===== src/rtl/ctok_pkg.sv =====
package ctok_pkg;

	localparam int KwCount        = 13;
	localparam int KwSlots        = 8;
	localparam int MaxTokenLength = 63;
	localparam int QueueDepth     = 4;

	typedef enum logic [3:0] {
		KIND_EOF      = 4'd0,
		KIND_IDENT    = 4'd1,
		KIND_NUMBER   = 4'd2,
		KIND_OPERATOR = 4'd3,
		KIND_PAREN    = 4'd4,
		KIND_BRACE    = 4'd5,
		KIND_SEMI     = 4'd6,
		KIND_KEYWORD  = 4'd7,
		KIND_UNKNOWN  = 4'd8
	} tok_kind_t;

	typedef enum logic [1:0] {
		MODE_IDLE   = 2'd0,
		MODE_NUMBER = 2'd1,
		MODE_IDENT  = 2'd2
	} scan_mode_t;

	typedef struct packed {
		scan_mode_t          mode;
		logic [5:0]          len;
		logic [7:0]          first;
		logic [KwCount-1:0]  cand;
	} scan_state_t;

	typedef struct packed {
		logic       last;
		logic [3:0] kwi;
		logic [7:0] first;
		logic [5:0] len;
		tok_kind_t  kind;
	} token_t;

	localparam logic [7:0] KwText [KwCount][KwSlots] = '{
		'{"i", "n", "t", 8'h0, 8'h0, 8'h0, 8'h0, 8'h0},
		'{"r", "e", "t", "u", "r", "n", 8'h0, 8'h0},
		'{"i", "f", 8'h0, 8'h0, 8'h0, 8'h0, 8'h0, 8'h0},
		'{"e", "l", "s", "e", 8'h0, 8'h0, 8'h0, 8'h0},
		'{"f", "o", "r", 8'h0, 8'h0, 8'h0, 8'h0, 8'h0},
		'{"w", "h", "i", "l", "e", 8'h0, 8'h0, 8'h0},
		'{"v", "o", "i", "d", 8'h0, 8'h0, 8'h0, 8'h0},
		'{"c", "h", "a", "r", 8'h0, 8'h0, 8'h0, 8'h0},
		'{"d", "o", "u", "b", "l", "e", 8'h0, 8'h0},
		'{"f", "l", "o", "a", "t", 8'h0, 8'h0, 8'h0},
		'{"b", "r", "e", "a", "k", 8'h0, 8'h0, 8'h0},
		'{"c", "o", "n", "t", "i", "n", "u", "e"},
		'{"s", "t", "r", "u", "c", "t", 8'h0, 8'h0}
	};

	localparam logic [3:0] KwLen [KwCount] = '{
		4'd3, 4'd6, 4'd2, 4'd4, 4'd3, 4'd5, 4'd4, 4'd4, 4'd6, 4'd5, 4'd5, 4'd8, 4'd6
	};

	// keep keywords whose character at pos equals c
	function automatic logic [KwCount-1:0] kw_narrow(
		input logic [KwCount-1:0] mask,
		input logic [5:0]         pos,
		input logic [7:0]         c
	);
		logic [KwCount-1:0] keep;
		keep = '0;
		for (int k = 0; k < KwCount; k++) begin
			if (mask[k] && (pos < {2'b00, KwLen[k]}) && (KwText[k][pos[2:0]] == c))
				keep[k] = 1'b1;
		end
		return keep;
	endfunction

endpackage


===== src/rtl/ctok_scan.sv =====
module ctok_scan
	import ctok_pkg::*;
(
	input  scan_state_t cur,
	input  logic [7:0]  char_code,
	input  logic        end_of_input,
	output scan_state_t nxt,
	output token_t      res0,
	output token_t      res1,
	output logic [1:0]  res_cnt
);

	logic        is_digit, is_alpha, is_space, is_word, is_open, extend;
	logic        flush_v, single_v;
	token_t      flush_tok, single_tok, eof_tok;
	scan_mode_t  mode;
	scan_state_t idle_st, start_st;

	assign is_digit = (char_code >= "0") && (char_code <= "9");
	assign is_alpha = ((char_code >= "a") && (char_code <= "z")) ||
	                  ((char_code >= "A") && (char_code <= "Z"));
	assign is_space = (char_code == " ") || ((char_code >= 8'd9) && (char_code <= 8'd13));
	assign is_word  = is_alpha || is_digit || (char_code == "_");

	always_comb begin
		unique case (cur.mode)
			MODE_NUMBER: mode = MODE_NUMBER;
			MODE_IDENT:  mode = MODE_IDENT;
			default:     mode = MODE_IDLE;
		endcase
	end

	assign is_open = (mode != MODE_IDLE);
	assign idle_st = '{mode: MODE_IDLE, len: '0, first: '0, cand: '0};

	always_comb begin
		unique case (mode)
			MODE_NUMBER: extend = is_digit;
			MODE_IDENT:  extend = is_word;
			default:     extend = 1'b0;
		endcase
	end

	// token for the open run, keyword lookup takes the lowest matching index
	always_comb begin
		flush_tok       = '0;
		flush_tok.kind  = (mode == MODE_NUMBER) ? KIND_NUMBER : KIND_IDENT;
		flush_tok.len   = cur.len;
		flush_tok.first = cur.first;
		if (mode == MODE_IDENT) begin
			for (int k = KwCount - 1; k >= 0; k--) begin
				if (cur.cand[k] && ({2'b00, KwLen[k]} == cur.len)) begin
					flush_tok.kind = KIND_KEYWORD;
					flush_tok.kwi  = 4'(k);
				end
			end
		end
	end

	// a byte seen with no run open
	always_comb begin
		single_tok       = '0;
		single_tok.len   = 6'd1;
		single_tok.first = char_code;
		single_v         = 1'b0;
		start_st         = idle_st;
		priority if (is_space) begin
			single_v = 1'b0;
		end else if (is_digit) begin
			start_st = '{mode: MODE_NUMBER, len: 6'd1, first: char_code, cand: '0};
		end else if (is_alpha || (char_code == "_")) begin
			start_st = '{mode: MODE_IDENT, len: 6'd1, first: char_code,
			             cand: kw_narrow('1, 6'd0, char_code)};
		end else begin
			single_v = 1'b1;
			priority if (char_code == "+" || char_code == "-" || char_code == "*" ||
			             char_code == "/" || char_code == "=" || char_code == "<" ||
			             char_code == ">")
				single_tok.kind = KIND_OPERATOR;
			else if (char_code == "(" || char_code == ")")
				single_tok.kind = KIND_PAREN;
			else if (char_code == "{" || char_code == "}")
				single_tok.kind = KIND_BRACE;
			else if (char_code == ";")
				single_tok.kind = KIND_SEMI;
			else
				single_tok.kind = KIND_UNKNOWN;
		end
	end

	always_comb begin
		eof_tok      = '0;
		eof_tok.kind = KIND_EOF;
	end

	always_comb begin
		nxt     = cur;
		nxt.mode = mode;
		res0    = '0;
		res1    = '0;
		res_cnt = 2'd0;
		flush_v = 1'b0;
		if (end_of_input) begin
			nxt = idle_st;
			if (is_open) begin
				res0    = flush_tok;
				res1    = eof_tok;
				res_cnt = 2'd2;
			end else begin
				res0    = eof_tok;
				res_cnt = 2'd1;
			end
		end else if (is_open && extend && (cur.len < 6'(MaxTokenLength))) begin
			nxt.len = cur.len + 6'd1;
			if (mode == MODE_IDENT)
				nxt.cand = kw_narrow(cur.cand, cur.len, char_code);
		end else begin
			nxt     = start_st;
			flush_v = is_open;
			if (flush_v) begin
				res0 = flush_tok;
				if (single_v) begin
					res1    = single_tok;
					res_cnt = 2'd2;
				end else begin
					res_cnt = 2'd1;
				end
			end else if (single_v) begin
				res0    = single_tok;
				res_cnt = 2'd1;
			end
		end
		if (res_cnt == 2'd1)
			res0.last = 1'b1;
		if (res_cnt == 2'd2)
			res1.last = 1'b1;
	end

endmodule


===== src/rtl/c_token_lexer.sv =====
// C lexical tokenizer.
// Slave side: one item per source byte in s_axis_tdata, or an end-of-input
// mark when s_axis_tuser is set (tdata then ignored). Each item gives zero,
// one or two tokens on the master side; tlast flags the final token of an item.
// Master tuser: token kind. Master tdata: length, first byte, keyword index.
// Tokens are registered in the output queue before they appear on m_axis.
// Throughput: one item per cycle while the receiver keeps up and the queue has
// room; an item ending a run and giving its own token produces two tokens,
// which leave one at a time through the four-entry output queue.
// s_axis_tready is high while the queue has room for two tokens, so a stalled
// receiver fills the queue and then holds off the source; nothing is dropped.
// Reset clears the scanner to idle with no run open and empties the queue.
// End of input flushes any open run, then gives an eof token.
module c_token_lexer
	import ctok_pkg::*;
(
	input  logic        clk,
	input  logic        arst_n,
	input  logic        s_axis_tvalid,
	output logic        s_axis_tready,
	input  logic [7:0]  s_axis_tdata,  // [7:0] char_code
	input  logic [0:0]  s_axis_tuser,  // [0] end_of_input
	output logic        m_axis_tvalid,
	input  logic        m_axis_tready,
	output logic [23:0] m_axis_tdata,  // [5:0] token_length, [13:6] first_char,
	                                   // [17:14] keyword_index
	output logic [3:0]  m_axis_tuser,  // [3:0] token_kind
	output logic        m_axis_tlast
);

	localparam int PtrBits = $clog2(QueueDepth);

	scan_state_t        state_q, state_nxt;
	token_t             res0, res1;
	logic [1:0]         res_cnt;
	token_t             queue_q [QueueDepth];
	logic [PtrBits-1:0] wr_ptr_q, rd_ptr_q;
	logic [PtrBits:0]   count_q;
	logic               accept, pop;
	logic [1:0]         push;

	ctok_scan u_scan (
		.cur          (state_q),
		.char_code    (s_axis_tdata),
		.end_of_input (s_axis_tuser[0]),
		.nxt          (state_nxt),
		.res0         (res0),
		.res1         (res1),
		.res_cnt      (res_cnt)
	);

	assign s_axis_tready = (count_q <= (PtrBits+1)'(QueueDepth - 2));
	assign accept        = s_axis_tvalid && s_axis_tready;
	assign push          = accept ? res_cnt : 2'd0;
	assign m_axis_tvalid = (count_q != '0);
	assign pop           = m_axis_tvalid && m_axis_tready;

	token_t head;
	assign head         = queue_q[rd_ptr_q];
	assign m_axis_tdata = {6'b0, head.kwi, head.first, head.len};
	assign m_axis_tuser = head.kind;
	assign m_axis_tlast = head.last;

	always_ff @(posedge clk or negedge arst_n) begin
		if (!arst_n) begin
			state_q  <= '{mode: MODE_IDLE, len: '0, first: '0, cand: '0};
			wr_ptr_q <= '0;
			rd_ptr_q <= '0;
			count_q  <= '0;
		end else begin
			if (accept)
				state_q <= state_nxt;
			wr_ptr_q <= wr_ptr_q + PtrBits'(push);
			if (pop)
				rd_ptr_q <= rd_ptr_q + PtrBits'(1);
			count_q <= count_q + (PtrBits+1)'(push) - (PtrBits+1)'(pop);
		end
	end

	always_ff @(posedge clk) begin
		if (push != 2'd0)
			queue_q[wr_ptr_q] <= res0;
		if (push == 2'd2)
			queue_q[wr_ptr_q + PtrBits'(1)] <= res1;
	end

endmodule

===== config.mk =====
export PLATFORM = sky130hd
export DESIGN_NAME = c_token_lexer
export DESIGN_NICKNAME = d
export VERILOG_FILES = /design/src/rtl/ctok_pkg.sv /design/src/rtl/ctok_scan.sv /design/src/rtl/c_token_lexer.sv
export SDC_FILE = /design/constraint.sdc
export NUM_CORES = 1
export LEC_CHECK = 0
export ABC_CLOCK_PERIOD_IN_PS = 6040
export BUFFER_PORTS_ARGS = -buffer_cell sky130_fd_sc_hd__buf_4
export CELL_PAD_IN_SITES_DETAIL_PLACEMENT = 1
export CELL_PAD_IN_SITES_GLOBAL_PLACEMENT = 1
export CORE_MARGIN = 2
export CORE_UTILIZATION = 52
export CTS_CLUSTER_SIZE = 14
export DETAILED_ROUTE_END_ITERATION = 8
export PLACE_DENSITY_LB_ADDON = 0.1
export SETUP_SLACK_MARGIN = 0.4
export SYNTH_ARGS = -nofsm -noshare
export SYNTH_HDL_FRONTEND = slang
export SYNTH_SLANG_ARGS = --single-unit

===== constraint.sdc =====
create_clock -name clk -period 6.04 [get_ports clk]
set_input_delay 0.604 -clock clk [delete_from_list [all_inputs] [get_ports clk]]
set_output_delay 0.604 -clock clk [all_outputs]
set_load 0.03 [all_outputs]

# ---- After elaboration in Yosys (flattened, before gate mapping)
# Memories as Yosys holds them, arrays and structs flattened.
# Cells that the tools add are included.
dict set report classes {
  n_addsub 6
  n_lt_le_gt_ge 17
  n_eq_ne 52
  muxes 120
  bitwise_logic 1
  reduce_logical 65
}
# operator count
set op_table {}
lappend op_table {{$mux W8} 27}
lappend op_table {{$mux W4} 35}
lappend op_table {{$mux W23} 6}
lappend op_table {{$mux W29} 4}
lappend op_table {{$eq A8 B8 Y1} 13}
lappend op_table {{$eq A8 B6 Y1 const B} 11}
lappend op_table {{$eq A7 B8 Y1 const A} 10}
lappend op_table {{$logic_and A1 B1 Y1} 47}
lappend op_table {{$mux W1} 33}
lappend op_table {{$mux W13} 2}
lappend op_table {{$eq A8 B7 Y1 const B} 3}
lappend op_table {{$mux W22} 1}
lappend op_table {{$eq A3 B6 Y1 const A} 3}
lappend op_table {{$lt A6 B3 Y1 const B} 3}
lappend op_table {{$mux W18} 1}
lappend op_table {{$ge A8 B7 Y1 const B} 2}
lappend op_table {{$le A8 B7 Y1 const B} 2}
lappend op_table {{$mux W2} 8}
lappend op_table {{$logic_or A1 B1 Y1} 13}
lappend op_table {{$eq A2 B6 Y1 const A} 2}
lappend op_table {{$lt A6 B2 Y1 const B} 2}
lappend op_table {{$eq A2 B2 Y1 const B} 4}
lappend op_table {{$ge A8 B4 Y1 const B} 1}
lappend op_table {{$ge A8 B6 Y1 const B} 1}
lappend op_table {{other kinds (22)} 27}
dict set report word_totals {
  regBits 36
  ramBits 92
  mem_bits_ro 832
  in_bits 13
  word_cells 282
  mem_count 14
}
# memory depth word_bits read_ports rd_ports_with_merged_regs write_ports line
set memory_table {}
lappend memory_table {queue_q 4 23 1 0 2 c_token_lexer.sv:36} ;# token_t queue_q [QueueDepth];
lappend memory_table {{(name not given)} 8 8 1 0 0 ctok_pkg.sv:70} ;# if (mask[k] && (pos < {2'b00, KwLen[k]}) && (KwText[k][pos[2:0]] == c))
lappend memory_table {{(name not given)} 8 8 1 0 0 ctok_pkg.sv:70}
lappend memory_table {{(name not given)} 8 8 1 0 0 ctok_pkg.sv:70}
lappend memory_table {{(name not given)} 8 8 1 0 0 ctok_pkg.sv:70}
lappend memory_table {{(name not given)} 8 8 1 0 0 ctok_pkg.sv:70}
lappend memory_table {{+8 memories} - - - - - -}

# ---- Depth between registers and ports, before layout
# Gate-level depths: netlist of run 1.
dict set report logic_depth {
  ltp_word 22
  ltp_mapped 16
  mapped_depth_nobuf 15
}

# ---- Hierarchy
# From an unflattened synthesis of run 1, not the netlist that was laid out.
dict set report hier_totals {
  hier_cells 801
  hier_area_um2 9110.0
}
# module n_inst cells_per_inst area_per_inst_um2 seq_area_each_um2
set by_module_without_submodules {}
lappend by_module_without_submodules {c_token_lexer 1 343 6184.7 3663.5}
lappend by_module_without_submodules {ctok_scan 1 458 2925.3 0.0}

# ---- Least setup slack after synthesis of run 1
# OpenSTA, ideal clock, no wires.
dict set report synth_timing {
  kind {input to register}
  start {input port s_axis_tdata[2]}
  end {memory queue_q[3][0] (netlist bit), enable pin}
  t_arrival_ns 3.376
  t_required_ns 5.679
  slack_ns 2.303
  path_stages 13
  n_path_buf 2
  path_cell_list {buf_2 -> or4b_2 -> a21oi_1 -> o21ai_0 -> nand2_1 -> inv_1 -> ha_1 -> nor3_1 -> nand3b_1 -> nor2_1 -> o21ai_2 -> buf_2 -> nand2_1}
}
# element line
set synth_lines {}
lappend synth_lines {{from (decl)} c_token_lexer.sv:21} ;# input logic [7:0] s_axis_tdata,
lappend synth_lines {{to (decl)} c_token_lexer.sv:36}

==> metrics.md, run 1 <==
| Metric | Value |
|---|---|
| Reg-to-reg setup timing slack | 1.53 ns |
| Area taken by multi-input logic gates | 4433 µm² |
| Max stage delay cell, worst path | a21oi_2 |
| DP Worst Slack | 0.9960 ns |
| R2R Path End | queue_q[0][12] |
| # setup viols final | 0 |
| Vias in the first global route | 7845 |
| Routed wire per std cell | 28.36 µm |
| Die area | 16710 µm² |
| Hold-fix buffers, CTS | 0 |
| Row count | 45 |
| RSZ-0062 raised after global routing | false |
| Post-CTS sizing | 0 |
| Largest delay share family, worst path | simple AND/OR/NAND/NOR gates |
| Fill count | 1700 |
| Power Total | 3717 µW |
| Starting density of the core | 53.47% |
| Crit path from | s_axis_tdata[2] |
| Max Clock Skew | 0.01366 ns |
| Initial antenna violation count | 0 |
| Drt via density | 7.240 |
| Reg2reg start | state_q[21] |
| Tot GR Track Use | 37.41% |
| Fin cells | 1070 |
| Synth top cells by count | 96 x nand2_1, 65 x o22ai_1, 56 x edfxtp_1 |
| Ratio of cells with drive above 1 in the final layout | 14.90% |
| Post-Syn Area | 8159 µm² |
| Buf/Inv on CP | 3 |
| Routability cong. | 1.013 |
| VDD IR max | 0.2754 mV |
| Fin crit period | 4.766 ns |
| Netlist cell types | 81 |
| Setup TNS | 0 ns |
| Fin util | 59.34% |
| First-pass GRT wire length | 46850 µm |
| Worst-path clk slew | 0.07 ns |
| Starting DRT DRC Count | 832 |
| Final hold violation count | 0 |
| CTS tree | done |
| Data arrival, critical path | 4.77 ns |
| Antenna-violating nets left | 0 |
| Post-synth EDFFs | 56 |
| Residual DRC | 0 |
| Avg Inst Size Synth | 9.599 µm² |
| H-Tree Depth | 4 |
| Tightest Pin Transition | 1.290 ns |
| Cells on worst reg2reg path | 6 |
| Max Cap Viol | 0 |
| Root Buffer | clkbuf_16 |
| GR Overflow Total | 0 |
| Synthesis Warnings | 0 |
| Slew headroom | 13.74% |
| WP data required | 6.04 ns |
| Total CTS buffers | 17 |
| Clock Sinks | 128 |
| Cells after DPL | 1038 |
| Final WL | 30350 µm |
| Max FO, Critical Path | 36 |
| Final nets | 877 |
| Sequential cell area | 3303 µm² |
| Setup CP Type | in -> reg |
| Io pins | 44 |
| Worst setup SP type | primary input |
| Leakage power | 0.003175 µW |
| Power per Cell Area | 410.4 nW/µm² |
| Fmax | 209.8 MHz |
| Share of the synthesized area in the top cell type | 20.61% |
| N_diodes | 0 |
| Worst path cell trace | buf_4 -> inv_1 -> a41oi_1 -> a21oi_2 -> nand2_1 -> inv_1 -> ha_1 -> nor3_1 -> nand3b_1 -> nor2_1 -> o21ai_2 -> nand2_1 |
| FFs w/ async S/R, synth | 28.13% |
| CTS Buffer Depth | 2 |
| Count leader, synth | nand2_1 |
| Routed vias | 7747 |
| Final setup margin | 1.274 ns |
| Register area share after synthesis | 40.48% |
| Status | completed |
| Final period utilization | 78.90% |
| Critical path endpoint category | register |
| Die Span X | 129.3 µm |
| Top cells by area, synth | edfxtp_1 21%, dfrtp_1 11%, dfxtp_1 8.8% |
| Hpwl dp | 20520 µm |
| Core area | 15260 µm² |
| Skew-Pair Late Insertion Delay | 0.44 ns |
| Most used DFF post-synth | edfxtp_1 |
| Largest net degree at the start of global routing | 48 |
| Input/output buffers | 37 |
| Critical Path End | queue_q[3][2] |
| Area growth syn-to-layout | 10.98% |
| Hold crit path type | in -> async |
| Post-Synthesis Cells | 850 |
| Max Slew Vio Count | 0 |
| Yosys reg bits | 128 |
| Crit-path max cell delay | 0.67 ns |
| Levels on crit path | 12 |
| Post-CTS setup buffers | 0 |
| Cell accounting for the most synthesized area | edfxtp_1 |
| DRT Pass-1 Iters | 5 |
| Overall die height | 129.3 µm |
[logic make-up (layout without fill, tap and decap cells)]
group                    after synthesis  after routing  synth area share, %
other                                  1              6              0.04596
buffers and inverters                 97            101                5.459
AO/OA/AOI/OAI                        276            276                23.85
flip-flops                           128            128                40.48
XOR/XNOR                              36             36                3.864
adder cells (fa/ha/maj)               18             18                2.852
AND/OR/NAND/NOR                      266            266                16.49
multiplexers                          28             28                6.962
[worst min-delay path by stage]
stage               slack (ns)  cells after the start             end           start
floorplan                 0.31                      0      count_q[0]          arst_n
global placement          0.45                      2   queue_q[0][5]   queue_q[0][5]
detailed placement        0.47                      2  queue_q[0][19]  queue_q[0][19]
CTS                       0.15                      1      state_q[9]          arst_n
global route              0.15                      1      state_q[9]          arst_n
finish                    0.13                      1      state_q[9]          arst_n
[worst reg2reg max path, stage by stage, from the launching register on]
cell and delay, ns:
dfrtp_1 0.69, ha_1 0.51, and3_1 0.30, a311oi_1 0.39, nand2_1 0.30, o211ai_2 1.07
nand2_1 0.80
[registers in the layout (all words and copies together), names as in the netlist]
name / cells
count_q: 3
wr_ptr_q: 2
queue_q: 92
state_q: 29
rd_ptr_q: 2
[metrics by stage]
stage	hold slack, ns	cell area [µm²]
detailed placement	0.4671	8428
CTS	0.1507	9055
global placement	0.4502	8428
floorplan	0.3084	8178
global route	0.1537	9055
finish	0.1346	9055
[where the power goes]
| group | leakage [µW] | switching [µW] | internal (µW) |
|---|---|---|---|
| clock network | 0.000312 | 445 | 672 |
| logic | 0.00158 | 919 | 491 |
| registers | 0.00128 | 151 | 1040 |
[per-layer routing]
metal  vias up  GRT usage (%)  wire [µm]
met5         -              0          0
met4         0          21.04       1810
met3       118          6.936       2042
met2       450          61.67      14580
met1      3914          46.43      11920
li1       3265              -          -
[layout make-up]
| class | count | share of cell area (%) |
|---|---|---|
| flip-flops and latches | 128 | 36.48 |
| clock buffers | 20 | 5.334 |
| clock inverters | 12 | 1.589 |
| well taps | 211 | 2.916 |
| inverters | 24 | 0.9949 |
| repair buffers | 45 | 3.731 |
| multi-input cells | 630 | 48.96 |
[cell usage in the layout, fill, tap and decap left out, types with 5 or more instances in the layout]
master,netlist,final
nand3_1,22,22
or3_1,5,5
edfxtp_1,56,56
and3_1,7,7
a21oi_1,36,35
a21o_1,7,7
o22ai_1,65,65
a21oi_2,5,6
dfrtp_1,36,36
nor2b_1,14,14
ha_1,17,17
nor4_1,10,10
nor4b_1,6,6
dfxtp_1,36,36
xor2_1,12,12
nand2b_1,10,10
mux4_2,23,23
buf_4,10,45
a32o_1,21,21
nand3b_1,5,5
o21ai_0,41,41
nand2_1,96,96
a22o_1,9,9
clkbuf_16,0,19
nor2_1,39,39
nor3_1,18,18
and2_1,8,8
mux2i_1,5,5
a211oi_1,5,5
inv_1,22,22
xnor2_1,24,24
o31ai_1,5,5
a31oi_1,18,18
nand4_1,8,8
conb_1,1,6
(Power assumes the default switching activity.)
==> run 2, diff against run 1 <==
ABC_CLOCK_PERIOD_IN_PS = 4200   (was 6040)
CORE_UTILIZATION = 44   (was 52)
clock period = 4.2 ns   (was 6.04 ns; I/O delays follow)
==> run 2 against run 1 <==
Sequential share of layout area fell by 0.68 points. Register-to-register slack got worse by 0.98 ns. Design area rose by 1.9%. Critical path type is now reg -> reg. Critical endpoint is now queue_q[0][1]. Largest cell class unchanged. Largest power group unchanged. Highest routed layer unchanged.
==> metrics.md, run 2 (synthesis results as in run 1) <==
| Metric | Value |
|---|---|
| Clock Sinks | 128 |
| GR Overflow Total | 0 |
| CTS tree | done |
| Power per Cell Area | 567.1 nW/µm² |
| Starting DRT DRC Count | 633 |
| Max Cap Viol | 0 |
| Skew-Pair Late Insertion Delay | 0.42 ns |
| Die Span X | 140.2 µm |
| Tot GR Track Use | 29.62% |
| Routability cong. | 0.9427 |
| WP data required | 4.33 ns |
| Slew headroom | 29.50% |
| Reg-to-reg setup timing slack | 0.55 ns |
| CTS Buffer Depth | 2 |
| Final setup margin | 0.5486 ns |
| Critical Path End | queue_q[0][1] |
| Cells on worst reg2reg path | 9 |
| # setup viols final | 0 |
| Worst-path clk slew | 0.06 ns |
| Post-CTS sizing | 0 |
| Routed wire per std cell | 25.95 µm |
| Setup TNS | 0 ns |
| Fin cells | 1113 |
| Largest reg by FF count | queue_q |
| Vias in the first global route | 7647 |
| Die area | 19650 µm² |
| Worst setup SP type | register |
| Status | completed |
| Crit path from | state_q[22] |
| Area growth syn-to-layout | 13.10% |
| Antenna-violating nets left | 0 |
| Overall die height | 140.2 µm |
| First-pass GRT wire length | 44740 µm |
| Max Clock Skew | 0.008350 ns |
| Hold-fix buffers, CTS | 1 |
| Ratio of cells with drive above 1 in the final layout | 17.19% |
| Total CTS buffers | 17 |
| RSZ-0062 raised after global routing | false |
| Most common cell after layout, fill and taps aside | nand2_1 |
| Row count | 49 |
| Fin crit period | 3.651 ns |
| Setup CP Type | reg -> reg |
| Tightest Pin Transition | 1.057 ns |
| Drt via density | 6.667 |
| Biggest regs | queue_q (92), state_q (29), count_q (3) |
| Max FO, Critical Path | 16 |
| Final hold violation count | 0 |
| H-Tree Depth | 4 |
| Fill count | 2027 |
| DP Worst Slack | 0.2925 ns |
| Sequential cell area | 3303 µm² |
| Input/output buffers | 37 |
| Cells after DPL | 1080 |
| Starting density of the core | 45.11% |
| Io pins | 44 |
| Post-CTS setup buffers | 0 |
| Fmax | 273.9 MHz |
| Final WL | 28880 µm |
| Critical path endpoint category | register |
| Hold crit path type | in -> reg |
| R2R Path End | queue_q[0][1] |
| Initial antenna violation count | 0 |
| Hpwl dp | 20700 µm |
| N_diodes | 0 |
| Hold Slack | 0.3566 ns |
| Reg2reg start | state_q[22] |
| DRT Pass-1 Iters | 7 |
| Max Slew Vio Count | 0 |
| Routed vias | 7420 |
| Root Buffer | clkbuf_16 |
| Leakage power | 0.003275 µW |
| Data arrival, critical path | 3.78 ns |
| VDD IR max | 0.3129 mV |
| Final period utilization | 86.94% |
| Most frequent cells in the layout | 96 x nand2_1, 69 x buf_4, 65 x o22ai_1, 56 x edfxtp_1, 41 x o21ai_0 |
| Area taken by multi-input logic gates | 4433 µm² |
| Largest net degree at the start of global routing | 48 |
| Core area | 18090 µm² |
| Final nets | 902 |
| Residual DRC | 0 |
| Number of flip-flops in the largest register | 92 |
run 2: cell count changes in the layout (fill, tap and decap cells not counted), sizes merged:
| cell | previous run | this run |
|---|---|---|
| buf | 45 | 69 |
| clkinv | 6 | 7 |
| dlygate4sd3 | 0 | 1 |
| bufinv | 2 | 0 |
| clkbuf | 20 | 19 |
| inv | 28 | 30 |
run 2: where the power goes:
group          switching [µW]  internal (µW)
logic                    1340            761
clock network             625            846
registers                 169           1490
total                    2130           3100
run 2: critical path, stage by stage, from the launching register on:
cell      delay, ns
dfrtp_1        0.35
buf_4          0.27
clkinv_1       0.25
ha_1           0.26
and3_1         0.18
a31o_2         0.25
o41ai_1        0.60
a21oi_1        0.28
a221oi_1       0.68
o22ai_1        0.22
run 2: area by class of cell:
type                            instances  area share, %
Multi-Input combinational cell        630          48.04
Inverter                               24         0.9763
Tap cell                              229          3.105
Clock buffer                           19          5.153
Clock inverter                         13          1.207
Sequential cell                       128          35.80
Timing Repair Buffer                   70          5.722
run 2: worst min-delay path by stage:
stage | depth (start not counted) | to | slack, ns | from
floorplan | 0 | count_q[0] | 0.12 | arst_n
global placement | 1 | state_q[23] | 0.42 | arst_n
detailed placement | 1 | state_q[22] | 0.43 | arst_n
CTS | 2 | state_q[13] | 0.35 | s_axis_tdata[0]
global route | 2 | state_q[19] | 0.36 | s_axis_tdata[6]
finish | 2 | state_q[13] | 0.36 | s_axis_tdata[0]
run 2: per-stage QoR:
step           cell area, µm²  total power [µW]  utilization [%]
2_1_floorplan            8178              3085                -
3_3_place_gp             8631              3694            47.72
3_5_place_dp             8631              3753            47.72
4_1_cts                  9228              5249            51.02
5_1_grt                  9228              5459            51.02
6_report                 9228              5233            51.02
run 2: metal layers:
| metal | global-route usage (%) | wire length, µm |
|---|---|---|
| met3 | 4.513 | 1345 |
| met1 | 38.19 | 12390 |
| met2 | 50.08 | 14210 |
| met4 | 12.07 | 935 |
| met5 | 0 | 0 |
